$ cat config.mk
export PLATFORM = sky130hd
export DESIGN_NAME = fcf_queue
export DESIGN_NICKNAME = d
export VERILOG_FILES = /design/src/rtl/core/fcf_pkg.sv /design/src/rtl/core/fcf_queue.sv
export SDC_FILE = /design/constraint.sdc
export NUM_CORES = 1
export LEC_CHECK = 0
export BUFFER_PORTS_ARGS = -buffer_cell sky130_fd_sc_hd__buf_4
export CAP_MARGIN = 20
export CORE_UTILIZATION = 30
export CTS_BUF_LIST = sky130_fd_sc_hd__clkbuf_16
export DETAILED_ROUTE_END_ITERATION = 6
export GPL_ROUTABILITY_DRIVEN = 0
export GPL_TIMING_DRIVEN = 0
export PLACE_DENSITY_LB_ADDON = 0.1
export SETUP_SLACK_MARGIN = 0.15
export SLEW_MARGIN = 20
export SYNTH_ARGS = -nofsm -noshare
export SYNTH_HDL_FRONTEND = slang
export SYNTH_SLANG_ARGS = --single-unit
$ cat constraint.sdc
create_clock -name i_clk -period 2.5 [get_ports i_clk]
set_input_delay 0.25 -clock i_clk [delete_from_list [all_inputs] [get_ports i_clk]]
set_output_delay 0.25 -clock i_clk [all_outputs]
set_load 0.02 [all_outputs]
$ cat src/rtl/core/fcf_pkg.sv
// ----------------------------------------------------------------------------
// fcf_pkg
// Widths, constants and shared types of the feedback comb filter.
// ----------------------------------------------------------------------------
package fcf_pkg;

    localparam int SAMPLE_W    = 16;
    localparam int GAIN_W      = 15;
    localparam int DELAY_W     = 13;
    localparam int MAX_DELAY   = 4096;
    localparam int PTR_W       = $clog2(MAX_DELAY);
    localparam int GAIN_SHIFT  = 15;
    localparam int GAIN_ONE    = 1 << GAIN_SHIFT;
    localparam int PROD_W      = SAMPLE_W + GAIN_W + 2;
    localparam int ACC_W       = PROD_W - 1;
    localparam int QUEUE_DEPTH = 4;
    localparam int QPTR_W      = $clog2(QUEUE_DEPTH);
    localparam int MAX_INFLIGHT = QUEUE_DEPTH + 3;

    localparam int CFG_IDX_W  = 1;
    localparam int CFG_DATA_W = 15;

    localparam logic [CFG_IDX_W-1:0] CFG_FEEDBACK_GAIN = CFG_IDX_W'(0);
    localparam logic [CFG_IDX_W-1:0] CFG_DELAY_SAMPLES = CFG_IDX_W'(1);

    localparam logic [GAIN_W-1:0]  GAIN_RESET  = GAIN_W'(16384);
    localparam logic [DELAY_W-1:0] DELAY_RESET = DELAY_W'(1024);

    localparam logic signed [SAMPLE_W-1:0] SAMPLE_MAX = {1'b0, {(SAMPLE_W-1){1'b1}}};
    localparam logic signed [SAMPLE_W-1:0] SAMPLE_MIN = {1'b1, {(SAMPLE_W-1){1'b0}}};

    typedef struct packed {
        logic [GAIN_W-1:0]  gain;
        logic [DELAY_W-1:0] delay;
    } t_fcf_cfg;

    // Queued work: dry term (1-alpha)*x and the frame-end flag.
    typedef struct packed {
        logic signed [ACC_W-1:0] dry;
        logic                    last;
    } t_fcf_item;

endpackage

$ cat src/rtl/core/fcf_queue.sv
// ----------------------------------------------------------------------------
// fcf_queue
// Short flop-based FIFO between the front and back halves.
// ----------------------------------------------------------------------------
module fcf_queue
    import fcf_pkg::*;
(
    input  logic      i_clk,
    input  logic      i_rst_n,
    input  logic      i_push,
    input  t_fcf_item i_item,
    output logic      o_full,
    output logic      o_valid,
    input  logic      i_pop,
    output t_fcf_item o_item
);

    t_fcf_item           r_slot [QUEUE_DEPTH];
    logic [QPTR_W-1:0]   r_wr_ptr;
    logic [QPTR_W-1:0]   r_rd_ptr;
    logic [QPTR_W:0]     r_count;
    logic [QPTR_W:0]     n_count;
    logic                do_push;
    logic                do_pop;

    assign o_full  = (r_count == (QPTR_W+1)'(QUEUE_DEPTH));
    assign o_valid = (r_count != '0);
    assign do_push = i_push && !o_full;
    assign do_pop  = i_pop && o_valid;
    assign o_item  = r_slot[r_rd_ptr];

    always_comb begin
        n_count = r_count;
        case ({do_push, do_pop})
            2'b10:   n_count = r_count + 1'b1;
            2'b01:   n_count = r_count - 1'b1;
            default: n_count = r_count;
        endcase
    end

    always_ff @(posedge i_clk) begin
        if (!i_rst_n) begin
            r_wr_ptr <= '0;
            r_rd_ptr <= '0;
            r_count  <= '0;
        end else begin
            r_count <= n_count;
            if (do_push) begin
                r_wr_ptr <= r_wr_ptr + 1'b1;
            end
            if (do_pop) begin
                r_rd_ptr <= r_rd_ptr + 1'b1;
            end
        end
    end

    always_ff @(posedge i_clk) begin
        if (do_push) begin
            r_slot[r_wr_ptr] <= i_item;
        end
    end

endmodule

==> results.md <==
- Main combinational cell family by area after synthesis: multiplexers
- EDFF count, synth: roughly 130
- Via count: about 2400
- Clk sink count: 141
- Most frequent CP cell: inv_1
- Initial drt markers: 105
- Clock skew: about 0.0055 ns
- Worst endpoint required time: ~2.8 ns
- Avg Cell Area, Syn: between 20 and 25 sq um
- Vias per inst: between 4 and 5
- Area delta synth->final: 29.5%
- Commonest non-fill, non-tap cell in the layout: edfxtp_1
- Simple-Gate Fraction of Synth Area: 0.0200
- Hold Crit Class: in -> reg
- Relative slew slack: 0.616
- Cell area after synthesis: approximately 5300 sq um
- # rows: 48
- Seq cells post-synth: ~140
- Total Power: around 7.6 mW
- Final Max Slew Viols: 0
- RSZ-0062 raised after global routing: no
- Vias in the first global route: 2561
- Critical Path Start Type: flip-flop
- Largest net degree at the start of global routing: 20
- Cells after Synth: between 200 and 250
- CTS tree: yes
- Crit path max-delay family: simple AND/OR/NAND/NOR gates
- Synth unique cells: 23
- CP max stage delay: ~0.38 ns
- CTS max path bufs: 2
- Compound-gate portion of the synthesized area: 0.00802
- Syn. warnings: 0
- Max Freq: ~460 MHz
- Register area share after synthesis: 0.781
- Die footprint: ~18000 sq um
- Max cap viols: 0
- Share of post-route cells with drive strength above 1: 0.452
- Peak VDD IR: between 400 and 500 uV
- Final Non-Filler Cells: between 500 and 600
- CP Class: reg -> reg
- DR WL/cell: around 18 microns
- Arrival @ worst endpoint: 2.50 ns
- Status: complete, no violations
- Post-layout util: 0.397
- Die span in x: between 100 and 150 microns
- Root Driver: clkbuf_16
- TritonRoute pass-1 iters: 4
- CP Max Fanout: 7
- Grt ovf: 0
- PortBufs: 70
- ANT nets after route: 0
- Cell total after placement: approximately 520
- First-pass GRT wire length: 14900 microns
- Worst setup EP type: flip-flop
- Worst-path clk slew: around 0.06 ns
- Starting density of the core: 0.307
- Setup violators final: 0
- Syn nets: around 270
- Top FF cell, synth: edfxtp_1
- WP buf/inv: 3
- Mux share of post-synthesis cell area: 0.146
- # H-tree levels: 4
- Pleak: about 2.3 nW
- Antenna violations before repair: 0
- Post-synthesis xor/xnor area fraction: 0.00660
- Post-synth ARST share: 0
- Most frequent cells in the layout: edfxtp_1, buf_4, mux4_2, clkbuf_16, inv_1
- Fin crit period: between 2 and 2.5 ns
- Actual slew at the worst max-slew pin: a little under 0.6 ns
- Slowest-stage cell, CP: dfxtp_4
- Pwr Density: 1110 nW/um^2
- Clock latency on the worst-skew pair: about 0.41 ns
- Die Ht: between 100 and 150 microns
- I/O pin total: just over 70
- N_diodes: 0
- CTS Buf Count: 17
- WHS: 0.0370 ns
- Number of nets in the layout: approximately 360
- DRC viols: 0
- Routed WL: a little under 10000 microns
- Fin. Hold Viols: 0
- Filler instances: ~1600
- Area share of fa/ha/maj cells after synthesis: 0.0156
- All-Layer GR Usage: 0.118
- Period utilization: 0.867
- Dpl hpwl: around 6000 microns
- Core Area: ~17000 sq um
- CP cell instances: nor3b_4 -> nor2b_1 -> buf_2 -> inv_1 -> ha_1 -> inv_1 -> fa_1 -> xor2_1 -> or3_1 -> a21boi_0
[worst reg2reg max path: stages (launching register included)]
cell      delay (ns)
dfxtp_4         0.38
nor3b_4         0.20
nor2b_1         0.06
buf_2           0.16
inv_1           0.06
ha_1            0.19
inv_1           0.06
fa_1            0.37
xor2_1          0.16
or3_1           0.30
a21boi_0        0.16
[worst paths after layout]
| check | from | to | slack, ns | cells after the start |
|---|---|---|---|---|
| worst max-delay path | r_count[2]$_SDFFE_PN0P_ | r_count[2]$_SDFFE_PN0P_ | 0.33 | 10 |
| worst min register to register | r_wr_ptr[1]$_SDFFE_PN0P_ | r_wr_ptr[1]$_SDFFE_PN0P_ | 0.50 | 2 |
| worst min-delay path | i_item[18] | r_slot[2][18]$_DFFE_PP_ | 0.04 | 1 |
| worst max register to register | r_count[2]$_SDFFE_PN0P_ | r_count[2]$_SDFFE_PN0P_ | 0.33 | 10 |
[flip-flops by register name (all words and copies together) (netlist names), named ones only]
| name | count |
|---|---|
| r_slot | 132 |
| r_count | 3 |
| r_rd_ptr | 2 |
| r_wr_ptr | 2 |
[Yosys cell counts (3+ instances only)]
cell type	instances	area share
dfxtp_1	9	0.034
xnor2_1	3	0.0050
buf_12	3	0.011
and2_1	7	0.0083
nand2_1	5	0.0035
nor2b_1	3	0.0035
mux4_1	3	0.015
inv_1	6	0.0042
ha_1	5	0.012
buf_2	4	0.0038
mux4_2	30	0.13
edfxtp_1	132	0.75
[repair_timing]
| item | 4_1_cts | 5_1_grt |
|---|---|---|
| hold buffers | 0 | 0 |
| endpoints found under the setup margin | 0 | 1 |
| setup buffers | 0 | 1 |
| resized for setup | 0 | 5 |
[layout make-up]
class,instances,area (sq um),share of cell area
flip-flops and latches,141,4150,0.604
multi-input cells,68,1050,0.153
plain buffers,10,98.8,0.0144
well taps,225,282,0.0410
clock inverters,15,204,0.0297
repair buffers,75,636,0.0925
inverters,6,22.5,0.00328
clock buffers,17,425,0.0619
[per-stage QoR]
step	setup TNS (ns)	setup WS, ns	instance area, sq um
final	0	0.333	6870
after global routing	0	0.164	6870
after detailed placement	0	0.276	6220
after floorplan	0	0.228	5310
after CTS	0	0.236	6850
after global placement	-44.81	-0.374	6110
[cells by family (layout without fill, tap and decap cells)]
| group | count (synthesis) | count (layout) |
|---|---|---|
| AO/OA/AOI/OAI | 5 | 5 |
| multiplexers | 35 | 35 |
| flip-flops | 141 | 141 |
| XOR/XNOR | 4 | 4 |
| buffers and inverters | 16 | 123 |
| adder cells (fa/ha/maj) | 6 | 6 |
| AND/OR/NAND/NOR | 18 | 18 |
[layer usage]
layer  vias to the layer above  track usage  share of wire
met5                         -            0              0
met4                         0       0.0655          0.021
met3                        17       0.0387          0.044
met2                        53        0.180           0.48
met1                      1255        0.148           0.46
li1                       1113            -              -
[report_power, final]
| part | leakage (nW) | switching [mW] | internal [mW] | total [mW] |
|---|---|---|---|---|
| clock | 0.310 | 0.910 | 1.75 | 2.66 |
| combinational | 0.753 | 1.00 | 0.993 | 2.00 |
| sequential | 1.29 | 0.0841 | 2.86 | 2.94 |
No activity file was read; power rests on OpenSTA's default activity.
