===== config.mk =====
export PLATFORM = sky130hd
export DESIGN_NAME = fcf_front
export DESIGN_NICKNAME = d
export VERILOG_FILES = /design/src/rtl/core/fcf_pkg.sv /design/src/rtl/core/fcf_front.sv
export SDC_FILE = /design/constraint.sdc
export NUM_CORES = 1
export LEC_CHECK = 0
export ABC_AREA = 1
export BUFFER_PORTS_ARGS = -buffer_cell sky130_fd_sc_hd__buf_2
export CAP_MARGIN = 40
export CORE_MARGIN = 2
export CORE_UTILIZATION = 24
export CTS_BUF_LIST = sky130_fd_sc_hd__clkbuf_4
export CTS_CLUSTER_DIAMETER = 30
export CTS_CLUSTER_SIZE = 25
export DETAILED_ROUTE_END_ITERATION = 16
export RECOVER_POWER = 100
export SYNTH_ARGS = -nofsm -noshare
export SYNTH_HDL_FRONTEND = slang
export SYNTH_SLANG_ARGS = --single-unit

===== constraint.sdc =====
create_clock -name i_clk -period 7.84 [get_ports i_clk]
set_clock_uncertainty 0.15 [all_clocks]
set_input_delay 0.784 -clock i_clk [delete_from_list [all_inputs] [get_ports i_clk]]
set_output_delay 0.784 -clock i_clk [all_outputs]
set_load 0.02 [all_outputs]

===== src/rtl/core/fcf_pkg.sv =====
// ----------------------------------------------------------------------------
// fcf_pkg
// Widths, constants and shared types of the feedback comb filter.
// ----------------------------------------------------------------------------
package fcf_pkg;

    localparam int SAMPLE_W    = 16;
    localparam int GAIN_W      = 15;
    localparam int DELAY_W     = 13;
    localparam int MAX_DELAY   = 4096;
    localparam int PTR_W       = $clog2(MAX_DELAY);
    localparam int GAIN_SHIFT  = 15;
    localparam int GAIN_ONE    = 1 << GAIN_SHIFT;
    localparam int PROD_W      = SAMPLE_W + GAIN_W + 2;
    localparam int ACC_W       = PROD_W - 1;
    localparam int QUEUE_DEPTH = 4;
    localparam int QPTR_W      = $clog2(QUEUE_DEPTH);
    localparam int MAX_INFLIGHT = QUEUE_DEPTH + 3;

    localparam int CFG_IDX_W  = 1;
    localparam int CFG_DATA_W = 15;

    localparam logic [CFG_IDX_W-1:0] CFG_FEEDBACK_GAIN = CFG_IDX_W'(0);
    localparam logic [CFG_IDX_W-1:0] CFG_DELAY_SAMPLES = CFG_IDX_W'(1);

    localparam logic [GAIN_W-1:0]  GAIN_RESET  = GAIN_W'(16384);
    localparam logic [DELAY_W-1:0] DELAY_RESET = DELAY_W'(1024);

    localparam logic signed [SAMPLE_W-1:0] SAMPLE_MAX = {1'b0, {(SAMPLE_W-1){1'b1}}};
    localparam logic signed [SAMPLE_W-1:0] SAMPLE_MIN = {1'b1, {(SAMPLE_W-1){1'b0}}};

    typedef struct packed {
        logic [GAIN_W-1:0]  gain;
        logic [DELAY_W-1:0] delay;
    } t_fcf_cfg;

    // Queued work: dry term (1-alpha)*x and the frame-end flag.
    typedef struct packed {
        logic signed [ACC_W-1:0] dry;
        logic                    last;
    } t_fcf_item;

endpackage


===== src/rtl/core/fcf_front.sv =====
// ----------------------------------------------------------------------------
// fcf_front
// Accepts input beats and forms the dry term (1-alpha)*x.
// ----------------------------------------------------------------------------
module fcf_front
    import fcf_pkg::*;
(
    input  logic                       i_clk,
    input  logic                       i_rst_n,
    input  t_fcf_cfg                   i_cfg,
    input  logic                       i_s_tvalid,
    output logic                       o_s_tready,
    input  logic signed [SAMPLE_W-1:0] i_sample,
    input  logic                       i_last,
    input  logic                       i_q_full,
    output logic                       o_push,
    output t_fcf_item                  o_item
);

    logic                       r_valid;
    t_fcf_item                  r_item;
    logic                       n_valid;
    logic [GAIN_W:0]            one_minus;
    logic signed [PROD_W-1:0]   prod;
    logic                       accept;

    assign one_minus = (GAIN_W+1)'(GAIN_ONE) - {1'b0, i_cfg.gain};
    assign prod      = i_sample * $signed({1'b0, one_minus});

    assign o_push     = r_valid && !i_q_full;
    assign o_s_tready = !r_valid || !i_q_full;
    assign accept     = i_s_tvalid && o_s_tready;
    assign o_item     = r_item;

    always_comb begin
        n_valid = r_valid;
        if (accept) begin
            n_valid = 1'b1;
        end else if (o_push) begin
            n_valid = 1'b0;
        end
    end

    always_ff @(posedge i_clk) begin
        if (!i_rst_n) begin
            r_valid <= 1'b0;
        end else begin
            r_valid <= n_valid;
        end
    end

    always_ff @(posedge i_clk) begin
        if (accept) begin
            r_item.dry  <= prod[ACC_W-1:0];
            r_item.last <= i_last;
        end
    end

endmodule


==> results.txt, run 1 <==
----------------------------------------------------
[Clocking]
  Post-cts resize count ... 0
  Count of buffers added by post-CTS timing repair for setup ... 0
  Clock tree root driver cell ... sky130_fd_sc_hd__clkbuf_4
  Clock tree from TritonCTS ... built
  Clock transition time at the flip-flop clock pins of the worst setup and hold paths ... 130 ps
  Clock buffer count from CTS ... 5
  Maximum level of the CTS H-tree ... 2
  Clock network latency to the later pin of the worst-skew pair ... 370 ps
  CTS Hold Bufs ... 0
  Number of clock sinks ... 34
  CTS max path bufs ... 2

[Floorplanning]
  Die ar. ... 0.0470 sq mm
  Effective utilization at floorplan ... 0.244
  Chip Height ... 217 um
  Io pins ... 84
  Die boundary width ... 217 um
  Core Rows ... 77
  Core footprint ... 0.0445 sq mm

[Routing]
  Vias ... 8990
  Routed length per placed instance ... 14.4 um
  Final wirelength ... 30300 um
  Remaining antenna violation count ... 0
  Vias per inst ... 4.27
  Number of DRC markers in iteration 0 ... 456
  Drt drc ... 0
  Initial DRT Pass Iterations ... 5

[GRT]
  Overall fraction of global-route tracks in use ... 0.133
  Antenna violations before repair ... 0
  Met1 routing resource usage after global routing ... 0.168
  Global-route layer with the greatest usage ... met2
  Gr ovfl total ... 0
  Maximum number of pins on one net before global-route repair ... 33
  Via count of the first global-routing pass ... 9486
  Global routing usage on met2 ... 0.241
  Wire length of the first global-routing pass ... 49700 um
  Met3 GRT Util ... 0.0164

[Final layout]
  Finished Core Util ... 0.270
  Inserted Diodes ... 0
  Synth-to-Final Area Change ... 10.4%
  Post-layout net count ... 1872
  Share of layout cells above drive strength 1 ... 0.0516
  Final instance count without filler cells ... 2104
  Total non-filler cell area in the finished layout ... 0.0120 sq mm

[STA]
  Maximum clock frequency ... 137 MHz
  Final period util ... 0.930
  Setup repair after global routing missed its margin ... no
  Final sum of negative setup slack ... 0 ps
  Pin slew with the least headroom to its limit ... 1910 ps
  Relative slew margins ... -0.273
  Slew Limit Fails ... 33
  Post-layout min period ... 7290 ps
  Final setup vio count ... 0
  Final hold viol count ... 0

[Worst hold path]
  Worst Min Path Start ... r_valid$_SDFFE_PN0P_
  Worst-case hold path end point ... r_valid$_SDFFE_PN0P_
  Worst min-delay path class ... register to register
  Instance count along the most critical hold path ... 2

[Synthesis]
  Post-synth cell types ... 32
  Share of Yosys cell area claimed by the top area cell type ... 0.357
  Syn_area_per_cell ... 7.52 sq um
  Synth Instances ... 1446
  Synthesis-stage register bit count ... 34
  Cells taking the most area after synthesis ... sky130_fd_sc_hd__fa_1 (36%), sky130_fd_sc_hd__inv_1 (14%), sky130_fd_sc_hd__ha_1 (14%)
  Share of synthesized registers carrying an async set or reset ... 0
  Total nets after synthesis ... 1807
  Most common flop cell mapped by yosys ... sky130_fd_sc_hd__edfxtp_1
  Post-synthesis sequential area ratio ... 0.0930
  Netlist area before placement ... 0.0109 sq mm
  Count of yosys warnings during synthesis ... 0
  Cell taking the most area after synthesis ... sky130_fd_sc_hd__fa_1
  Post-synth EDFFs ... 33

[Setup path]
  Reg-to-reg critical path endpoint ... o_item[3]$_DFFE_PP_
  CP arrival ... 7280 ps
  Worst r2r src ... r_valid$_SDFFE_PN0P_
  Worst endpoint required time ... 7830 ps
  Category of the worst setup path capture point ... register
  Critical Path Start Type ... input pin
  R2r setup slk ... 5360 ps
  Slowest cell delay on critical path ... 570 ps
  Class of the most critical setup path ... input pin to register
  Worst Reg-to-Reg Cells ... 2
  Critical path peak fanout ... 11
  Max stage delay cell, worst path ... sky130_fd_sc_hd__fa_1

[Place]
  Post-detail-place hpwl ... 26200 um
  Placer congestion estimate ... 0.890
  Cell Area, Placed ... 0.0120 sq mm
  Cells after DPL ... 2096
  Count of input and output buffers ... 70

[Outcome]
  Run status ... finished, violations left
  Violations in the final reports ... capacitance limit, slew limit

[Run]
  Maximum capacitance violations ... 1

----------------------------------------------------
-- critical path: cells and delay by family --
family | cells | cell delay [ps]
AND/OR/NAND/NOR | 13 | 2010
adder cells (fa/ha/maj) | 8 | 3560
buffers and inverters | 8 | 900
-- Yosys cell counts, types with 4 or more instances --
library cell	count
sky130_fd_sc_hd__inv_2	7
sky130_fd_sc_hd__inv_1	413
sky130_fd_sc_hd__nand3_1	54
sky130_fd_sc_hd__a21oi_1	22
sky130_fd_sc_hd__nand4_1	11
sky130_fd_sc_hd__xnor2_1	6
sky130_fd_sc_hd__edfxtp_1	33
sky130_fd_sc_hd__nor2_1	151
sky130_fd_sc_hd__clkbuf_1	18
sky130_fd_sc_hd__fa_1	194
sky130_fd_sc_hd__nor2_2	10
sky130_fd_sc_hd__xor2_1	13
sky130_fd_sc_hd__nand2_2	4
sky130_fd_sc_hd__nand2_1	364
sky130_fd_sc_hd__ha_1	118
-- cell type report --
type	count	area, sq um
Multi-Input combinational cell	967	8180
Tap cell	592	741
Fill cell	4907	32500
Sequential cell	34	1010
Timing Repair Buffer	82	383
Inverter	421	1580
Clock inverter	3	68.8
Clock buffer	5	37.5
-- flip-flops by register name, summed over array words and instances, names as in the netlist --
name     cells
r_valid      1
o_item      33
-- cells in the final DEF (no fill, tap or decap), drive strengths merged, types with 2 or more instances in the layout --
cell type and instances:
o21bai 3, nand4 12, a21oi 22, clkbuf 45, nand3 55, ha 118, xnor2 6, fa 194
bufinv 2, clkinv 2, buf 42, nand2 370, nor3 5, nor2 162, edfxtp 33, inv 420
o21ai 3, xor2 13
-- worst max path at each step --
stage,from,end
finish,i_cfg[13],o_item[32]$_DFFE_PP_
global route,i_cfg[13],o_item[32]$_DFFE_PP_
floorplan,i_cfg[13],o_item[32]$_DFFE_PP_
detailed placement,i_cfg[13],o_item[32]$_DFFE_PP_
CTS,i_cfg[13],o_item[32]$_DFFE_PP_
global placement,i_cfg[13],o_item[32]$_DFFE_PP_
-- layer usage --
layer / share of wire / vias up
met5: 0 / -
met4: 0.020 / 0
met3: 0.046 / 43
met2: 0.52 / 225
met1: 0.42 / 4414
li1: - / 4308
-- cells by family (layout without fill, tap and decap cells) --
group / after synthesis / after routing / synth area share
buffers and inverters: 445 / 511 / 0.155
DFF: 34 / 34 / 0.0930
AOI/OAI and AO/OA: 30 / 30 / 0.0150
xor gates and xnor gates: 19 / 19 / 0.0153
and+or+nand+nor: 606 / 606 / 0.229
adders and majority gates: 312 / 312 / 0.493
-- metrics by stage --
stage / setup slack [ps] / hold slack (ps)
final: 551 / 422
after CTS: 759 / 406
after detailed placement: 397 / 407
after global routing: 197 / 397
after global placement: 424 / 365
after floorplan: 1310 / 477
Power of run 1 is not shown: default switching activity piles up to over one toggle a cycle in this logic, so the estimate is an artifact.
==> run 2: changes to the inputs <==
- MAX_ROUTING_LAYER: default -> met4
- SETUP_SLACK_MARGIN: default -> 0.5
- clock period: 7.84 -> 6.8 ns (I/O delays scaled with it)
==> run 2 against run 1 <==
Cell area up 12%. Flip-flop and latch count is the same. The flow still finishes with violations (capacitance limit, slew limit). Critical path depth decreased by 2. Highest routed layer unchanged. First-iteration DRC count grew 23%. Die area did not move. Hold slack worse by 68 ps. Utilization increased by 3.3 points. Critical endpoint is now o_item[17]$_DFFE_PP_. Sequential share of layout area fell by 0.93 points. Final cell count is 3.9% higher. Worst setup slack worse by 170 ps. Register-to-register slack got worse by 1500 ps.
==> results.txt, run 2 (synthesis results as in run 1) <==
----------------------------------------------------
[Outcome]
  Run status ... finished, violations left (unchanged)
  Violations in the final reports ... capacitance limit, slew limit (unchanged)

[Routing]
  Remaining antenna violation count ... 0 (unchanged)
  Routed length per placed instance ... 13.7 um (was 14.4 um)
  Met2 routed WL ... 15300 um (was 15600 um)
  Final wirelength ... 30100 um (was 30300 um)
  Vias per inst ... 4.27 (about the same)
  Routed wire length on met3 ... 1340 um (was 1390 um)
  Vias ... 9337 (was 8990)
  Met1 Wirelength ... 12400 um (was 12700 um)
  Number of DRC markers in iteration 0 ... 559 (was 456)
  Drt drc ... 0 (unchanged)
  Top Metal Used ... met4 (unchanged)
  Initial DRT Pass Iterations ... 5 (unchanged)

[Floorplanning]
  Chip Height ... 217 um (unchanged)
  Die boundary width ... 217 um (unchanged)
  Core Rows ... 77 (unchanged)
  Io pins ... 84 (unchanged)
  Effective utilization at floorplan ... 0.244 (unchanged)
  Core footprint ... 0.0445 sq mm (unchanged)
  Die ar. ... 0.0470 sq mm (unchanged)

[STA]
  Relative slew margins ... -0.143 (was -0.273)
  Slew Limit Fails ... 19 (was 33)
  Final sum of negative setup slack ... 0 ps (unchanged)
  Post-layout min period ... 6420 ps
  Final hold viol count ... 0 (unchanged)
  Pin slew with the least headroom to its limit ... 1710 ps (was 1910 ps)
  Final setup vio count ... 0 (unchanged)
  Setup slack after layout ... 385 ps (was 551 ps)
  Final period util ... 0.943
  Maximum clock frequency ... 156 MHz
  Setup repair after global routing missed its margin ... yes (was no)

[Final layout]
  Commonest non-fill, non-tap cell in the layout ... sky130_fd_sc_hd__inv_1 (unchanged)
  Number of flip-flops under the largest register name ... 33 (unchanged)
  Post-layout net count ... 1955 (was 1872)
  Total non-filler cell area in the finished layout ... 0.0135 sq mm (was 0.0120 sq mm)
  Synth-to-Final Area Change ... 24.0% (was 10.4%)
  Leading cell types in the layout, fill and taps excluded ... sky130_fd_sc_hd__inv_1 (391), sky130_fd_sc_hd__nand2_1 (316), sky130_fd_sc_hd__fa_1 (186), sky130_fd_sc_hd__nor2_1 (123), sky130_fd_sc_hd__ha_1 (100) (was sky130_fd_sc_hd__inv_1 (413), sky130_fd_sc_hd__nand2_1 (365), sky130_fd_sc_hd__fa_1 (194), sky130_fd_sc_hd__nor2_1 (152), sky130_fd_sc_hd__ha_1 (118))
  Inserted Diodes ... 0 (unchanged)
  Final instance count without filler cells ... 2187 (was 2104)
  Share of layout cells above drive strength 1 ... 0.197 (was 0.0516)

[Setup path]
  Worst endpoint required time ... 6750 ps (was 7830 ps)
  Critical Path Most Common Cell ... sky130_fd_sc_hd__inv_2
  CP arrival ... 6360 ps (was 7280 ps)
  Critical Path Start Type ... input pin (unchanged)
  Class of the most critical setup path ... input pin to register (unchanged)
  Slowest cell delay on critical path ... 540 ps (was 570 ps)
  Critical path peak fanout ... 8 (was 11)
  Max stage delay cell, worst path ... sky130_fd_sc_hd__fa_2 (was sky130_fd_sc_hd__fa_1)
  Category of the worst setup path capture point ... register (unchanged)

[Place]
  Post-detail-place hpwl ... 26000 um (was 26200 um)
  Placer congestion estimate ... 0.929 (was 0.890)
  Count of input and output buffers ... 70 (unchanged)
  Cells after DPL ... 2163 (was 2096)
  Cell Area, Placed ... 0.0126 sq mm (was 0.0120 sq mm)
  Worst Setup Slack post-DPL ... -112 ps (was 397 ps)

[Worst hold path]
  Worst min-delay path class ... input pin to register (was register to register)

[Clocking]
  Clock transition time at the flip-flop clock pins of the worst setup and hold paths ... 110 ps (was 130 ps)
  Clock tree root driver cell ... sky130_fd_sc_hd__clkbuf_4 (unchanged)
  Clock network latency to the later pin of the worst-skew pair ... 340 ps (was 370 ps)
  Number of clock sinks ... 34 (unchanged)
  Clock buffer count from CTS ... 5 (unchanged)
  Maximum level of the CTS H-tree ... 2 (unchanged)
  CTS max path bufs ... 2 (unchanged)
  Clock tree from TritonCTS ... built (unchanged)

[GRT]
  Wire length of the first global-routing pass ... 50000 um (was 49700 um)
  Gr ovfl total ... 0 (unchanged)
  Overall fraction of global-route tracks in use ... 0.137 (was 0.133)
  Via count of the first global-routing pass ... 10100 (was 9486)
  Maximum number of pins on one net before global-route repair ... 19 (was 33)
  Antenna violations before repair ... 0 (unchanged)

[Run]
  Maximum capacitance violations ... 1 (unchanged)

----------------------------------------------------
-- run 2: cell types whose count changed in the layout (fill, tap and decap cells not counted), sizes merged --
| cell | before | now |
|---|---|---|
| buf | 42 | 123 |
| clkbuf | 45 | 47 |
| clkinv | 2 | 1 |
| clkinvlp | 0 | 1 |
-- run 2: per-stage QoR --
step | utilization | hold WS [ps]
after floorplan | - | 477
after global placement | 0.283 | 362
after detailed placement | 0.284 | 399
after CTS | 0.291 | 328
after global routing | 0.303 | 332
final | 0.303 | 355
-- run 2: critical path: cells and delay by family --
family                     cells  cell delay (ps)
adders and majority gates      7             3350
and+or+nand+nor                9             1150
buffers and inverters          9              790
AOI/OAI and AO/OA              1              210
xor gates and xnor gates       1              150
-- run 2: what timing repair did --
action                                 in CTS  in global routing
pin swaps                                  19                 84
setup endpoints to repair                  20                 21
hold buffers                                0                  0
endpoints found under the hold margin       0                  0
buffers inserted                            5                 11
gates resized for setup                    46                159
-- run 2: final cells by class --
class,instances,area (sq um)
fillers,4765,31000
multi-input cells,967,8930
inverters,421,1590
repair buffers,165,1110
flip-flops and latches,34,1010
well taps,592,741
clock inverters,3,68.8
clock buffers,5,37.5
-- run 2: final timing paths --
check,start,to,slack (ps),cells after the start
worst max-delay path,i_cfg[13],o_item[17]$_DFFE_PP_,380,27
worst min-delay path,i_last,o_item[0]$_DFFE_PP_,350,1
worst max register to register,r_valid$_SDFFE_PN0P_,o_item[19]$_DFFE_PP_,3900,2
worst min register to register,r_valid$_SDFFE_PN0P_,r_valid$_SDFFE_PN0P_,380,2
-- run 2: per-layer routing --
layer  vias up  global-route usage
li1       4477                   -
met1      4545               0.165
met2       247               0.241
met3        68              0.0109
met4         0              0.0434
met5         -                   -
Power of run 2 is left out for the same reason.
==> run 3: changes to the inputs <==
- CAP_MARGIN: 40 -> default
- CELL_PAD_IN_SITES_DETAIL_PLACEMENT: default -> 0
- CELL_PAD_IN_SITES_GLOBAL_PLACEMENT: default -> 1
- CORE_MARGIN: 2 -> default
- PLACE_DENSITY_LB_ADDON: default -> 0.1
==> run 3 against run 2 <==
The flow still finishes with violations (capacitance limit, slew limit). Cell area increased by 3.8%. Critical endpoint is now o_item[32]$_DFFE_PP_. Global-route usage increased by 3.7 points. Clock-buffer cell count is 1 higher.
==> results.txt, run 3 (synthesis results as in run 1) <==
----------------------------------------------------
[Clocking]
  Clock buffer count from CTS ... 5 (unchanged)
  Clock tree from TritonCTS ... built (unchanged)
  Clock network latency to the later pin of the worst-skew pair ... 370 ps (was 340 ps)
  Number of clock sinks ... 34 (unchanged)
  Clock transition time at the flip-flop clock pins of the worst setup and hold paths ... 110 ps (about the same)
  Maximum level of the CTS H-tree ... 2 (unchanged)
  Clock tree root driver cell ... sky130_fd_sc_hd__clkbuf_4 (unchanged)
  CTS Hold Bufs ... 0 (unchanged)
  CTS max path bufs ... 2 (unchanged)

[Setup path]
  Critical Path Stages ... 28 (was 27)
  Worst r2r src ... r_valid$_SDFFE_PN0P_ (unchanged)
  Max stage delay cell, worst path ... sky130_fd_sc_hd__fa_1 (was sky130_fd_sc_hd__fa_2)
  Critical Path Most Common Cell ... sky130_fd_sc_hd__fa_1 (was sky130_fd_sc_hd__inv_2)
  Worst endpoint required time ... 6770 ps (was 6750 ps)
  Category of the worst setup path capture point ... register (unchanged)
  Gate family responsible for the most delay along the worst path ... adder cells (unchanged)
  R2r setup slk ... 3520 ps (was 3900 ps)
  Reg-to-reg critical path endpoint ... o_item[7]$_DFFE_PP_ (was o_item[19]$_DFFE_PP_)
  Class of the most critical setup path ... input pin to register (unchanged)
  CP arrival ... 6350 ps (was 6360 ps)
  Critical path peak fanout ... 7 (was 8)
  Total buffers and inverters traversed by the critical path ... 9 (unchanged)
  Critical Path Start Type ... input pin (unchanged)
  Worst Reg-to-Reg Cells ... 1 (was 2)
  Slowest cell delay on critical path ... 550 ps (was 540 ps)

[Final layout]
  Leading cell types in the layout, fill and taps excluded ... sky130_fd_sc_hd__inv_1 (379), sky130_fd_sc_hd__nand2_1 (306), sky130_fd_sc_hd__fa_1 (180), sky130_fd_sc_hd__nor2_1 (124), sky130_fd_sc_hd__buf_4 (118) (was sky130_fd_sc_hd__inv_1 (391), sky130_fd_sc_hd__nand2_1 (316), sky130_fd_sc_hd__fa_1 (186), sky130_fd_sc_hd__nor2_1 (123), sky130_fd_sc_hd__ha_1 (100))
  Synth-to-Final Area Change ... 28.8% (was 24.0%)
  Number of flip-flops under the largest register name ... 33 (unchanged)
  Count of fill cells added during filler insertion ... 4934 (was 4765)
  Total non-filler cell area in the finished layout ... 0.0140 sq mm (was 0.0135 sq mm)
  Post-layout net count ... 2007 (was 1955)
  Share of layout cells above drive strength 1 ... 0.242 (was 0.197)
  Inserted Diodes ... 0 (unchanged)
  Final instance count without filler cells ... 2239 (was 2187)
  Commonest non-fill, non-tap cell in the layout ... sky130_fd_sc_hd__inv_1 (unchanged)

[GRT]
  Overall fraction of global-route tracks in use ... 0.173 (was 0.137)
  Antenna violations before repair ... 0 (unchanged)
  Gr ovfl total ... 0 (unchanged)
  Met1 routing resource usage after global routing ... 0.232 (was 0.165)
  Global-route layer with the greatest usage ... met2 (unchanged)
  Wire length of the first global-routing pass ... 59300 um (was 50000 um)
  Via count of the first global-routing pass ... 10100 (about the same)
  Met3 GRT Util ... 0.00920 (was 0.0109)
  Maximum number of pins on one net before global-route repair ... 34 (was 19)
  Global routing usage on met2 ... 0.288 (was 0.241)

[Place]
  Worst Setup Slack post-DPL ... -347 ps (was -112 ps)
  Cells after DPL ... 2199 (was 2163)
  Post-detail-place hpwl ... 32300 um (was 26000 um)
  Count of input and output buffers ... 70 (unchanged)
  Cell Area, Placed ... 0.0129 sq mm (was 0.0126 sq mm)
  Placer congestion estimate ... 0.824 (was 0.929)

[STA]
  Post-layout min period ... 6370 ps (was 6420 ps)
  Final period util ... 0.937 (was 0.943)
  Slew Limit Fails ... 34 (was 19)
  Final setup vio count ... 0 (unchanged)
  Setup repair after global routing missed its margin ... yes (unchanged)
  Setup slack after layout ... 425 ps (was 385 ps)
  Pin slew with the least headroom to its limit ... 3160 ps (was 1710 ps)
  Relative slew margins ... -1.11 (was -0.143)
  Maximum clock frequency ... 157 MHz (was 156 MHz)
  Final hold viol count ... 0 (unchanged)

[Run]
  Maximum capacitance violations ... 1 (unchanged)

[Floorplanning]
  Chip Height ... 215 um (was 217 um)
  Effective utilization at floorplan ... 0.245 (was 0.244)
  Core Rows ... 77 (unchanged)
  Die ar. ... 0.0462 sq mm (was 0.0470 sq mm)
  Die boundary width ... 215 um (was 217 um)
  Io pins ... 84 (unchanged)
  Core footprint ... 0.0444 sq mm (was 0.0445 sq mm)

[Routing]
  Number of DRC markers in iteration 0 ... 410 (was 559)
  Initial DRT Pass Iterations ... 4 (was 5)
  Drt drc ... 0 (unchanged)
  Remaining antenna violation count ... 0 (unchanged)
  Vias ... 9200 (was 9337)
  Vias per inst ... 4.11 (was 4.27)
  Routed length per placed instance ... 16.5 um (was 13.7 um)
  Final wirelength ... 37000 um (was 30100 um)

[Outcome]
  Run status ... finished, violations left (unchanged)
  Violations in the final reports ... capacitance limit, slew limit (unchanged)

[Worst hold path]
  Instance count along the most critical hold path ... 1 (unchanged)
  Worst-case hold path end point ... o_item[0]$_DFFE_PP_ (unchanged)
  Worst Min Path Start ... i_last (unchanged)
  Worst min-delay path class ... input pin to register (unchanged)

----------------------------------------------------
==> run 3: cell count changes in the layout (fill, tap and decap cells not counted), moves of 6 or more <==
cell | before | now
sky130_fd_sc_hd__inv_2 | 26 | 32
sky130_fd_sc_hd__inv_1 | 391 | 379
sky130_fd_sc_hd__nand2_2 | 31 | 44
sky130_fd_sc_hd__buf_4 | 76 | 118
sky130_fd_sc_hd__fa_2 | 8 | 14
sky130_fd_sc_hd__fa_1 | 186 | 180
sky130_fd_sc_hd__nand2_1 | 316 | 306
==> run 3: how the worst max path moves through the flow <==
stage                         start              endpoint  slack (ps)
after floorplan           i_cfg[13]  o_item[32]$_DFFE_PP_         470
after global placement    i_cfg[13]  o_item[26]$_DFFE_PP_        -380
after detailed placement  i_cfg[13]  o_item[26]$_DFFE_PP_        -350
after CTS                 i_cfg[15]  o_item[28]$_DFFE_PP_         450
after global routing      i_cfg[14]  o_item[18]$_DFFE_PP_         160
final                     i_cfg[15]  o_item[32]$_DFFE_PP_         430
==> run 3: repair_timing <==
action / 4_1_cts / 5_1_grt
buffers inserted: 20 / 12
setup endpoints to repair: 21 / 23
resized for setup: 115 / 141
hold endpoints to repair: 0 / 0
pin swaps: 69 / 84
==> run 3: area by class of cell <==
cell class	instances	area, sq um	area share
clock buffers	6	45.0	0.00322
clock inverters	2	8.76	0.000625
inverters	421	1610	0.115
multi-input cells	967	9050	0.646
flip-flops and latches	34	1010	0.0722
well taps	592	741	0.0529
repair buffers	217	1550	0.110
==> run 3: layer usage <==
| metal | routed length, um | share of wire |
|---|---|---|
| met1 | 18000 | 0.49 |
| met2 | 17700 | 0.48 |
| met3 | 600 | 0.016 |
| met4 | 792 | 0.021 |
| met5 | 0 | 0 |
==> run 3: metrics by stage <==
| step | util | hold WS (ps) | TNS [ps] |
|---|---|---|---|
| 5_1_grt | 0.315 | 298 | 0 |
| 4_1_cts | 0.304 | 301 | 0 |
| 2_1_floorplan | - | 477 | 0 |
| 6_report | 0.315 | 330 | 0 |
| 3_3_place_gp | 0.291 | 381 | -6010 |
| 3_5_place_dp | 0.291 | 395 | -5230 |
Power of run 3 is left out for the same reason.
